<file path="config.mk">
export PLATFORM = sky130hd
export DESIGN_NAME = msb_first_bit_packer_unit
export DESIGN_NICKNAME = d
export VERILOG_FILES = /design/src/rtl/mbp_pkg.sv /design/src/rtl/mbp_fifo.sv /design/src/rtl/mbp_front.sv /design/src/rtl/mbp_back.sv /design/src/rtl/msb_first_bit_packer_unit.sv
export SDC_FILE = /design/constraint.sdc
export NUM_CORES = 1
export LEC_CHECK = 0
export BUFFER_PORTS_ARGS = -buffer_cell sky130_fd_sc_hd__buf_2
export CAP_MARGIN = 10
export CORE_UTILIZATION = 55
export CTS_CLUSTER_DIAMETER = 200
export DETAILED_ROUTE_END_ITERATION = 16
export PLACE_DENSITY_LB_ADDON = 0.25
export SLEW_MARGIN = 20
export SYNTH_ARGS = -nofsm -noshare
export SYNTH_HDL_FRONTEND = slang
export SYNTH_SLANG_ARGS = --single-unit
</file>
<file path="constraint.sdc">
create_clock -name clock -period 5.3 [get_ports clock]
set_input_delay 1.06 -clock clock [delete_from_list [all_inputs] [get_ports clock]]
set_output_delay 1.06 -clock clock [all_outputs]
set_load 0.005 [all_outputs]
</file>
<file path="src/rtl/mbp_pkg.sv">
// ----------------------------------------------------------------------------
// mbp_pkg
// Shared types and constants of the MSB-first bit packer.
// ----------------------------------------------------------------------------
package mbp_pkg;

   // Command codes carried on the input channel.
   typedef enum logic [1:0] {
      CMD_RAW    = 2'd0,
      CMD_VARINT = 2'd1,
      CMD_EXPG   = 2'd2,
      CMD_FLUSH  = 2'd3
   } cmd_type;

   // Widths of the fields and of the internal code word.
   localparam int VALUE_W    = 32;
   localparam int COUNT_W    = 6;
   localparam int BYTE_W     = 8;
   localparam int FILL_W     = 3;
   localparam int CODE_W     = 64;
   localparam int LEN_W      = 6;
   localparam int TOTAL_W    = 7;
   localparam int NBYTES_W   = 4;
   localparam int GROUP_W    = 7;
   localparam int RAW_MAX    = 32;

   // One classified item as it travels from the front to the back.
   // The code word is left-aligned: its first bit sits at the top.
   typedef struct packed {
      logic [CODE_W-1:0] word;
      logic [LEN_W-1:0]  len;
      logic              flush;
      logic              err;
   } mbp_entry_type;

   // One result item.
   typedef struct packed {
      logic [BYTE_W-1:0] out_byte;
      logic              byte_valid;
      logic              last;
      logic              error;
   } mbp_result_type;

endpackage

</file>
<file path="src/rtl/mbp_fifo.sv">
// ----------------------------------------------------------------------------
// mbp_fifo
// Small flip-flop queue with push/full and pop/empty handshakes.
// ----------------------------------------------------------------------------
module mbp_fifo #(
   parameter int WIDTH = 8,
   parameter int DEPTH = 4
) (
   input  logic             clock,
   input  logic             reset,
   input  logic             wr_en,
   input  logic [WIDTH-1:0] wr_data,
   output logic             full,
   input  logic             rd_en,
   output logic [WIDTH-1:0] rd_data,
   output logic             empty
);

   localparam int PTR_W = (DEPTH > 1) ? $clog2(DEPTH) : 1;
   localparam int CNT_W = $clog2(DEPTH + 1);

   logic [WIDTH-1:0] mem_ff [DEPTH];
   logic [PTR_W-1:0] wr_ptr_ff, wr_ptr_in;
   logic [PTR_W-1:0] rd_ptr_ff, rd_ptr_in;
   logic [CNT_W-1:0] count_ff, count_in;
   logic             do_wr;
   logic             do_rd;

   // Status and the head item.
   assign full    = (count_ff == CNT_W'(DEPTH));
   assign empty   = (count_ff == '0);
   assign rd_data = mem_ff[rd_ptr_ff];
   assign do_wr   = wr_en && !full;
   assign do_rd   = rd_en && !empty;

   // Pointer wrap and fill count.
   always_comb begin
      wr_ptr_in = wr_ptr_ff;
      rd_ptr_in = rd_ptr_ff;
      count_in  = count_ff;
      if (do_wr) begin
         wr_ptr_in = (wr_ptr_ff == PTR_W'(DEPTH - 1)) ? '0 : wr_ptr_ff + 1'b1;
      end
      if (do_rd) begin
         rd_ptr_in = (rd_ptr_ff == PTR_W'(DEPTH - 1)) ? '0 : rd_ptr_ff + 1'b1;
      end
      case ({do_wr, do_rd})
         2'b10:   count_in = count_ff + 1'b1;
         2'b01:   count_in = count_ff - 1'b1;
         default: count_in = count_ff;
      endcase
   end

   // Control registers.
   always_ff @(posedge clock) begin
      if (reset) begin
         wr_ptr_ff <= '0;
         rd_ptr_ff <= '0;
         count_ff  <= '0;
      end else begin
         wr_ptr_ff <= wr_ptr_in;
         rd_ptr_ff <= rd_ptr_in;
         count_ff  <= count_in;
      end
   end

   // Storage; no reset needed.
   always_ff @(posedge clock) begin
      if (do_wr) begin
         mem_ff[wr_ptr_ff] <= wr_data;
      end
   end

endmodule

</file>
<file path="src/rtl/mbp_front.sv">
// ----------------------------------------------------------------------------
// mbp_front
// Accepts commands and turns each into a left-aligned code word and length.
// ----------------------------------------------------------------------------
module mbp_front
   import mbp_pkg::*;
(
   input  logic                clock,
   input  logic                reset,
   input  logic                push,
   output logic                full,
   input  logic [1:0]          req_cmd,
   input  logic [VALUE_W-1:0]  req_value,
   input  logic [COUNT_W-1:0]  req_bit_count,
   output logic                q_push,
   output mbp_entry_type       q_data,
   input  logic                q_full
);

   // Index of the highest set bit of a nonzero word.
   function automatic logic [4:0] msb_index(input logic [VALUE_W-1:0] v);
      logic [4:0] idx;
      idx = '0;
      for (int i = 0; i < VALUE_W; i++) begin
         if (v[i]) begin
            idx = 5'(i);
         end
      end
      return idx;
   endfunction

   // Stage A: captured input item.
   logic               a_valid_ff;
   cmd_type            a_cmd_ff;
   logic [VALUE_W-1:0] a_value_ff;
   logic [COUNT_W-1:0] a_count_ff;

   // Stage B: classified item, code still right-aligned unless b_left_ff.
   logic               b_valid_ff;
   logic [CODE_W-1:0]  b_word_ff, b_word_in;
   logic [LEN_W-1:0]   b_len_ff, b_len_in;
   logic               b_left_ff, b_left_in;
   logic               b_flush_ff, b_flush_in;
   logic               b_err_ff, b_err_in;

   logic ready_a;
   logic ready_b;

   logic [COUNT_W-1:0]     raw_n;
   logic [VALUE_W-1:0]     raw_code;
   logic [4:0][GROUP_W-1:0] grp;
   logic [3:0]             more;
   logic [4:0][BYTE_W-1:0] vbyte;
   logic [3:0]             vcount;
   logic [VALUE_W-1:0]     eg_v;
   logic [4:0]             eg_msb;
   logic [TOTAL_W-1:0]     b_shift;

   // Pipeline advance: each stage moves when the next one can take it.
   assign ready_b = !b_valid_ff || !q_full;
   assign ready_a = !a_valid_ff || ready_b;
   assign full    = !ready_a;

   // Raw bits: saturate the count and keep only the low bits.
   assign raw_n    = (a_count_ff > COUNT_W'(RAW_MAX)) ? COUNT_W'(RAW_MAX) : a_count_ff;
   assign raw_code = a_value_ff & ~({VALUE_W{1'b1}} << raw_n);

   // Varint: 7-bit groups, low group first, top bit flags more groups.
   always_comb begin
      grp[0] = a_value_ff[6:0];
      grp[1] = a_value_ff[13:7];
      grp[2] = a_value_ff[20:14];
      grp[3] = a_value_ff[27:21];
      grp[4] = {3'b000, a_value_ff[31:28]};
      more[0] = |a_value_ff[31:7];
      more[1] = |a_value_ff[31:14];
      more[2] = |a_value_ff[31:21];
      more[3] = |a_value_ff[31:28];
      for (int j = 0; j < 4; j++) begin
         vbyte[j] = {more[j], grp[j]};
      end
      vbyte[4] = {1'b0, grp[4]};
      if (more[3]) begin
         vcount = 4'd5;
      end else if (more[2]) begin
         vcount = 4'd4;
      end else if (more[1]) begin
         vcount = 4'd3;
      end else if (more[0]) begin
         vcount = 4'd2;
      end else begin
         vcount = 4'd1;
      end
   end

   // Exp-Golomb: value plus one, with one zero fewer than its bit count.
   assign eg_v   = a_value_ff + 1'b1;
   assign eg_msb = msb_index(eg_v);

   // Classification of the captured item.
   always_comb begin
      b_word_in  = '0;
      b_len_in   = '0;
      b_left_in  = 1'b0;
      b_flush_in = 1'b0;
      b_err_in   = 1'b0;
      unique case (a_cmd_ff)
         CMD_RAW: begin
            b_word_in = {{(CODE_W - VALUE_W){1'b0}}, raw_code};
            b_len_in  = raw_n;
         end
         CMD_VARINT: begin
            b_word_in = {vbyte[0], vbyte[1], vbyte[2], vbyte[3], vbyte[4],
                         {(CODE_W - 5 * BYTE_W){1'b0}}};
            b_len_in  = LEN_W'({vcount, 3'b000});
            b_left_in = 1'b1;
         end
         CMD_EXPG: begin
            if (a_value_ff == {VALUE_W{1'b1}}) begin
               b_err_in = 1'b1;
            end else begin
               b_word_in = {{(CODE_W - VALUE_W){1'b0}}, eg_v};
               b_len_in  = {eg_msb, 1'b1};
            end
         end
         CMD_FLUSH: begin
            b_flush_in = 1'b1;
         end
         default: begin
            b_flush_in = 1'b0;
         end
      endcase
   end

   // Stage registers.
   always_ff @(posedge clock) begin
      if (reset) begin
         a_valid_ff <= 1'b0;
         b_valid_ff <= 1'b0;
      end else begin
         if (ready_a) begin
            a_valid_ff <= push;
         end
         if (ready_b) begin
            b_valid_ff <= a_valid_ff;
         end
      end
   end

   always_ff @(posedge clock) begin
      if (ready_a && push) begin
         a_cmd_ff   <= cmd_type'(req_cmd);
         a_value_ff <= req_value;
         a_count_ff <= req_bit_count;
      end
      if (ready_b && a_valid_ff) begin
         b_word_ff  <= b_word_in;
         b_len_ff   <= b_len_in;
         b_left_ff  <= b_left_in;
         b_flush_ff <= b_flush_in;
         b_err_ff   <= b_err_in;
      end
   end

   // Left-align right-aligned codes on their way into the queue.
   assign b_shift = TOTAL_W'(CODE_W) - {1'b0, b_len_ff};

   always_comb begin
      q_data.word  = b_left_ff ? b_word_ff : (b_word_ff << b_shift);
      q_data.len   = b_len_ff;
      q_data.flush = b_flush_ff;
      q_data.err   = b_err_ff;
   end

   assign q_push = b_valid_ff && !q_full;

endmodule

</file>
<file path="src/rtl/mbp_back.sv">
// ----------------------------------------------------------------------------
// mbp_back
// Merges code words into the partial byte and emits completed bytes.
// ----------------------------------------------------------------------------
module mbp_back
   import mbp_pkg::*;
(
   input  logic           clock,
   input  logic           reset,
   input  logic           q_empty,
   input  mbp_entry_type  q_data,
   output logic           q_pop,
   input  logic           res_full,
   output logic           res_push,
   output mbp_result_type res_data
);

   localparam int ACC_W = CODE_W + BYTE_W;

   // Bit stream state.
   logic [BYTE_W-1:0]   partial_ff, partial_in;
   logic [FILL_W-1:0]   fill_ff, fill_in;

   // Bytes of the current item still to go out.
   logic [ACC_W-1:0]    acc_ff, acc_in;
   logic [2:0]          left_ff, left_in;
   logic [FILL_W-1:0]   pend_fill_ff, pend_fill_in;

   logic                busy;
   logic [LEN_W-1:0]    eff_len;
   logic [TOTAL_W-1:0]  total;
   logic [NBYTES_W-1:0] nbytes;
   logic [ACC_W-1:0]    acc;

   assign busy = (left_ff != '0);

   // A flush pads the partial byte with zeros up to the byte boundary.
   always_comb begin
      if (q_data.flush) begin
         eff_len = (fill_ff == '0) ? '0 : LEN_W'(4'd8 - {1'b0, fill_ff});
      end else begin
         eff_len = q_data.len;
      end
   end

   // Append the code after the bits already held.
   assign total  = TOTAL_W'(fill_ff) + TOTAL_W'(eff_len);
   assign nbytes = total[TOTAL_W-1:3];
   assign acc    = {partial_ff, {CODE_W{1'b0}}} | ({q_data.word, {BYTE_W{1'b0}}} >> fill_ff);

   // Emission: first result on the cycle an item is taken, then one a cycle while the result queue has room.
   always_comb begin
      q_pop        = 1'b0;
      res_push     = 1'b0;
      res_data     = '0;
      partial_in   = partial_ff;
      fill_in      = fill_ff;
      acc_in       = acc_ff;
      left_in      = left_ff;
      pend_fill_in = pend_fill_ff;
      if (busy) begin
         if (!res_full) begin
            res_push            = 1'b1;
            res_data.out_byte   = acc_ff[ACC_W-1 -: BYTE_W];
            res_data.byte_valid = 1'b1;
            res_data.last       = (left_ff == 3'd1);
            acc_in              = acc_ff << BYTE_W;
            left_in             = left_ff - 1'b1;
            if (left_ff == 3'd1) begin
               partial_in = acc_ff[ACC_W-BYTE_W-1 -: BYTE_W];
               fill_in    = pend_fill_ff;
            end
         end
      end else if (!q_empty && !res_full) begin
         q_pop    = 1'b1;
         res_push = 1'b1;
         if (nbytes == '0) begin
            // Nothing completed: an empty result, flagged on a rejected code.
            res_data.last  = 1'b1;
            res_data.error = q_data.err;
            partial_in     = acc[ACC_W-1 -: BYTE_W];
            fill_in        = total[FILL_W-1:0];
         end else begin
            res_data.out_byte   = acc[ACC_W-1 -: BYTE_W];
            res_data.byte_valid = 1'b1;
            res_data.last       = (nbytes == 4'd1);
            if (nbytes == 4'd1) begin
               partial_in = acc[ACC_W-BYTE_W-1 -: BYTE_W];
               fill_in    = total[FILL_W-1:0];
            end else begin
               acc_in       = acc << BYTE_W;
               left_in      = 3'(nbytes - 4'd1);
               pend_fill_in = total[FILL_W-1:0];
            end
         end
      end
   end

   // State registers.
   always_ff @(posedge clock) begin
      if (reset) begin
         partial_ff <= '0;
         fill_ff    <= '0;
         left_ff    <= '0;
      end else begin
         partial_ff <= partial_in;
         fill_ff    <= fill_in;
         left_ff    <= left_in;
      end
   end

   always_ff @(posedge clock) begin
      acc_ff       <= acc_in;
      pend_fill_ff <= pend_fill_in;
   end

endmodule

</file>
<file path="src/rtl/msb_first_bit_packer_unit.sv">
// ----------------------------------------------------------------------------
// msb_first_bit_packer_unit
// Packs raw, varint and Exp-Golomb codes MSB first into a byte stream.
// ----------------------------------------------------------------------------
//  Channel   Handshake        Payload
//  input     push / full      req_cmd, req_value, req_bit_count
//  result    empty / pop      rsp_out_byte, rsp_byte_valid, rsp_last, rsp_error
//
// An item passes through front stages A and B before it enters the queue.
// The back gives one result a cycle while the result queue has room, so an
// item that completes k bytes (at most eight) holds the back until its bytes
// are out; items that give one result each flow at one a cycle.
// Reset is synchronous and empties both queues and the partial byte.
// A full result queue stalls the back; a full item queue stalls the front,
// which raises full once both of its stages hold an item.
// ----------------------------------------------------------------------------
module msb_first_bit_packer_unit
   import mbp_pkg::*;
#(
   parameter int QUEUE_DEPTH  = 4,
   parameter int RESULT_DEPTH = 4
) (
   input  logic               clock,
   input  logic               reset,
   input  logic               push,
   output logic               full,
   input  logic [1:0]         req_cmd,
   input  logic [VALUE_W-1:0] req_value,
   input  logic [COUNT_W-1:0] req_bit_count,
   output logic               empty,
   input  logic               pop,
   output logic [BYTE_W-1:0]  rsp_out_byte,
   output logic               rsp_byte_valid,
   output logic               rsp_last,
   output logic               rsp_error
);

   logic           q_push;
   logic           q_full;
   logic           q_pop;
   logic           q_empty;
   mbp_entry_type  q_wr_data;
   mbp_entry_type  q_rd_data;
   logic           res_push;
   logic           res_full;
   mbp_result_type res_wr_data;
   mbp_result_type res_rd_data;

   // Front: accept and classify.
   mbp_front u_front (
      .clock         (clock),
      .reset         (reset),
      .push          (push),
      .full          (full),
      .req_cmd       (req_cmd),
      .req_value     (req_value),
      .req_bit_count (req_bit_count),
      .q_push        (q_push),
      .q_data        (q_wr_data),
      .q_full        (q_full)
   );

   // Queue of classified items between front and back.
   mbp_fifo #(
      .WIDTH ($bits(mbp_entry_type)),
      .DEPTH (QUEUE_DEPTH)
   ) u_item_q (
      .clock   (clock),
      .reset   (reset),
      .wr_en   (q_push),
      .wr_data (q_wr_data),
      .full    (q_full),
      .rd_en   (q_pop),
      .rd_data (q_rd_data),
      .empty   (q_empty)
   );

   // Back: bit merge and byte emission.
   mbp_back u_back (
      .clock    (clock),
      .reset    (reset),
      .q_empty  (q_empty),
      .q_data   (q_rd_data),
      .q_pop    (q_pop),
      .res_full (res_full),
      .res_push (res_push),
      .res_data (res_wr_data)
   );

   // Result queue facing the output port.
   mbp_fifo #(
      .WIDTH ($bits(mbp_result_type)),
      .DEPTH (RESULT_DEPTH)
   ) u_result_q (
      .clock   (clock),
      .reset   (reset),
      .wr_en   (res_push),
      .wr_data (res_wr_data),
      .full    (res_full),
      .rd_en   (pop),
      .rd_data (res_rd_data),
      .empty   (empty)
   );

   assign rsp_out_byte   = res_rd_data.out_byte;
   assign rsp_byte_valid = res_rd_data.byte_valid;
   assign rsp_last       = res_rd_data.last;
   assign rsp_error      = res_rd_data.error;

   // The back only takes an item that the queue actually holds.
   a_pop_not_empty : assert property (@(posedge clock) disable iff (reset)
      q_pop |-> !q_empty)
      else $error("item queue popped while empty");

   // The back never writes a result into a full result queue.
   a_push_not_full : assert property (@(posedge clock) disable iff (reset)
      res_push |-> !res_full)
      else $error("result written into full result queue");

   // A rejected code yields only an empty, final result.
   a_error_empty : assert property (@(posedge clock) disable iff (reset)
      (!empty && rsp_error) |-> (rsp_last && !rsp_byte_valid))
      else $error("error result carries a byte or is not last");

   // Reset leaves no result waiting.
   a_reset_empty : assert property (@(posedge clock)
      reset |=> empty)
      else $error("result waiting after reset");

endmodule
</file>
==> flow_summary.ini <==
[global_route]
antenna_found_initial = 2
grt_usage_pct = 33.43
grt-ovfl-total = 0
grt_max_degree = 113
grt_pass1_vias = 21010
grt_pass1_wl_mm = 132.4

[detailed_routing]
routed_wl_mm = 89.86
drc_errors = 0
vias = 21320
via_per_inst = 6.549
first_pass_iters = 8
wl_per_cell_um = 27.61
ant_nets = 0
drtIter0Drc = 2328

[setup_path]
reg2reg_depth = 11
critPathSlowestCell = mux4_2
arrival_ns = 4.81
path_max_fanout = 12
crit_path_end_kind = flop
worstSetupStartpointType = flop
critical_path_required_ns = 5.66
worstSetupPathType = flop to flop
crit_chain = mux4_2, mux2_2, ha_1, a21o_1, a21oi_1, xor2_1, inv_1, ha_1, a21bo_1, nand2_1, o21ai_0
crit_top_cell = ha_1
cp_slowest_stage_delay_ns = 0.64

[synthesis]
syn_area_um2 = 29320
syn-num-nets = 2600
synth_warnings = 0
synthCells = 2529
synthArstFlopShare_pct = 0
synth_flop_cell = edfxtp_1
ys_types = 88
ys_seq_area_share_pct = 54.66
ys_seq_elements = 545
yosys.area.top_type_share_pct = 52.34
yosys.area.top_type = edfxtp_1
synth_edf_count = 511
avgSynthCellArea_um2 = 11.59
synthTopCellsByArea = edfxtp_1 (52%), mux4_2 (10%), nand2_1 (5.8%), mux2i_1 (3.5%), nor2_1 (3.5%)

[pwr]
ir_worst_vdd_uv = 409.0
power.density_nw_per_um2 = 484.6
p_total_uw = 15620
power_leakage_uw = 0.01172

[sta]
rsz0062_at_grt = no
min_period_ns = 4.450
fmax_ghz = 0.2247
fin_crit_sh_pct = 83.96
hold_viol_final = 0
timing.slew.headroom_pct = 30.18
fin_worst_skew_ns = 0.02044
setup_violations = 0
tightest_slew_ns = 1.047
setup_tns_ns = 0
finalMaxSlewViolations = 0

[floorplanning]
core_area_um2 = 52660
die_w_um = 232.9
ios = 57
dieArea_um2 = 54230
die_height_um = 232.9
start_util_pct = 55.68
row_count = 84

[clock_tree]
clkLatencyLatePin_ns = 0.64
tritoncts = built
numCtsBuffers = 56
holdBufCountCts = 0
cts_resized = 0
cts-root-buf = clkbuf_16
post_cts.repair.setup_buffers = 0
htreeDepth = 2
path_clk_slew_ns = 0.06
cts.sinks = 545
clockBufferDepth = 3

[finish]
final_cell_mix = edfxtp_1 (511), nand2_1 (451), nor2_1 (274), o21ai_0 (166), mux4_2 (133)
final_cell_area_um2 = 32240
layout_commonest_cell = edfxtp_1
fin_nets = 2591
area_growth_syn_to_layout_pct = 9.961
drive_gt1_share_pct = 16.45
final_util_pct = 61.22

[worst_hold_path]
worstHoldPathType = flop to flop
min_delay_path_depth = 2

[placed_design]
place_congestion = 1.017
place_area_um2 = 30270
port-buffer-count = 56
dpl.hpwl_mm = 65.25

[run]
maxCapViolCount = 0

[outcome]
status = complete, no violations
through the flow:
step                      hold WS (ns)  setup slack, ns  std cells
final                           0.4958           0.8502       3255
after detailed placement        0.4849           0.9714       3149
after floorplan                 0.4465          0.04967       2529
after global routing            0.5122           0.6464       3254
after global placement          0.4639            1.245       3149
after CTS                       0.4963           0.9725       3253
power by group:
group	switching [uW]	internal, uW
Clock	1730	2400
Combinational	3500	1940
Sequential	356	5700
flip-flops by register name, summed over array words and instances, names as in the netlist, 3 cells and up, named ones only:
name and flops:
u_result_q.count_ff 3, u_back.fill_ff 3, u_back.partial_ff 8, u_back.left_ff 3, u_result_q.mem_ff 44, u_item_q.count_ff 3
u_front.b_len_ff 6, u_front.a_value_ff 32, u_front.b_word_ff 64, u_back.acc_ff 63, u_back.pend_fill_ff 3, u_front.a_count_ff 6
u_item_q.mem_ff 288
final timing paths:
path	startpoint	endpoint	slack, ns
max reg2reg	flop	u_result_q.mem_ff[2][4]	0.85
max	flop	u_result_q.mem_ff[2][4]	0.85
min reg2reg	u_back.partial_ff[5]	u_back.partial_ff[5]	0.50
min	u_back.partial_ff[5]	u_back.partial_ff[5]	0.50
critical path, delay by kind of cell, from the launching register on:
family,cells,cell delay [ns]
xor+xnor,1,0.29
simple gates,1,0.33
buf+inv,1,0.10
flops,1,0.49
mux,2,0.98
fa+ha+maj,2,0.52
compound gates,4,1.45
routing by layer:
layer / vias up / track usage (%) / wire [um]
met1: 10630 / 41.32 / 33640
met5: - / 0 / 13
met2: 1016 / 56.65 / 44820
li1: 9447 / - / -
met4: 2 / 18.91 / 5349
met3: 226 / 4.363 / 6026
layout make-up:
| type | instances | area [um2] |
|---|---|---|
| clock inverter | 37 | 469.2 |
| tap | 688 | 860.8 |
| inverter | 50 | 191.4 |
| clock buffer | 67 | 1473 |
| sequential | 545 | 16030 |
| multi-input combinational | 1750 | 12430 |
| antenna | 1 | 2.502 |
| timing repair buffer | 117 | 775.7 |
| fill | 4041 | 20420 |
cell families after synthesis:
group	Yosys count	share of synthesized area (%)
AO/OA/AOI/OAI	455	10.06
XOR/XNOR	36	1.101
adder cells (fa/ha/maj)	27	1.229
buffers and inverters	234	3.389
flip-flops	545	54.66
multiplexers	263	14.78
AND/OR/NAND/NOR	969	14.78
synthesized netlist by cell type (all sizes together), types with 34 or more instances:
cell / number
inv: 49
nand2: 452
nor2: 275
nand3: 48
a21oi: 71
and2: 34
edfxtp: 511
mux4: 133
clkbuf: 115
o21ai: 176
nor3: 49
buf: 69
mux2i: 103
dfxtp: 34
Note: power is estimated with default switching activity, not from simulation.
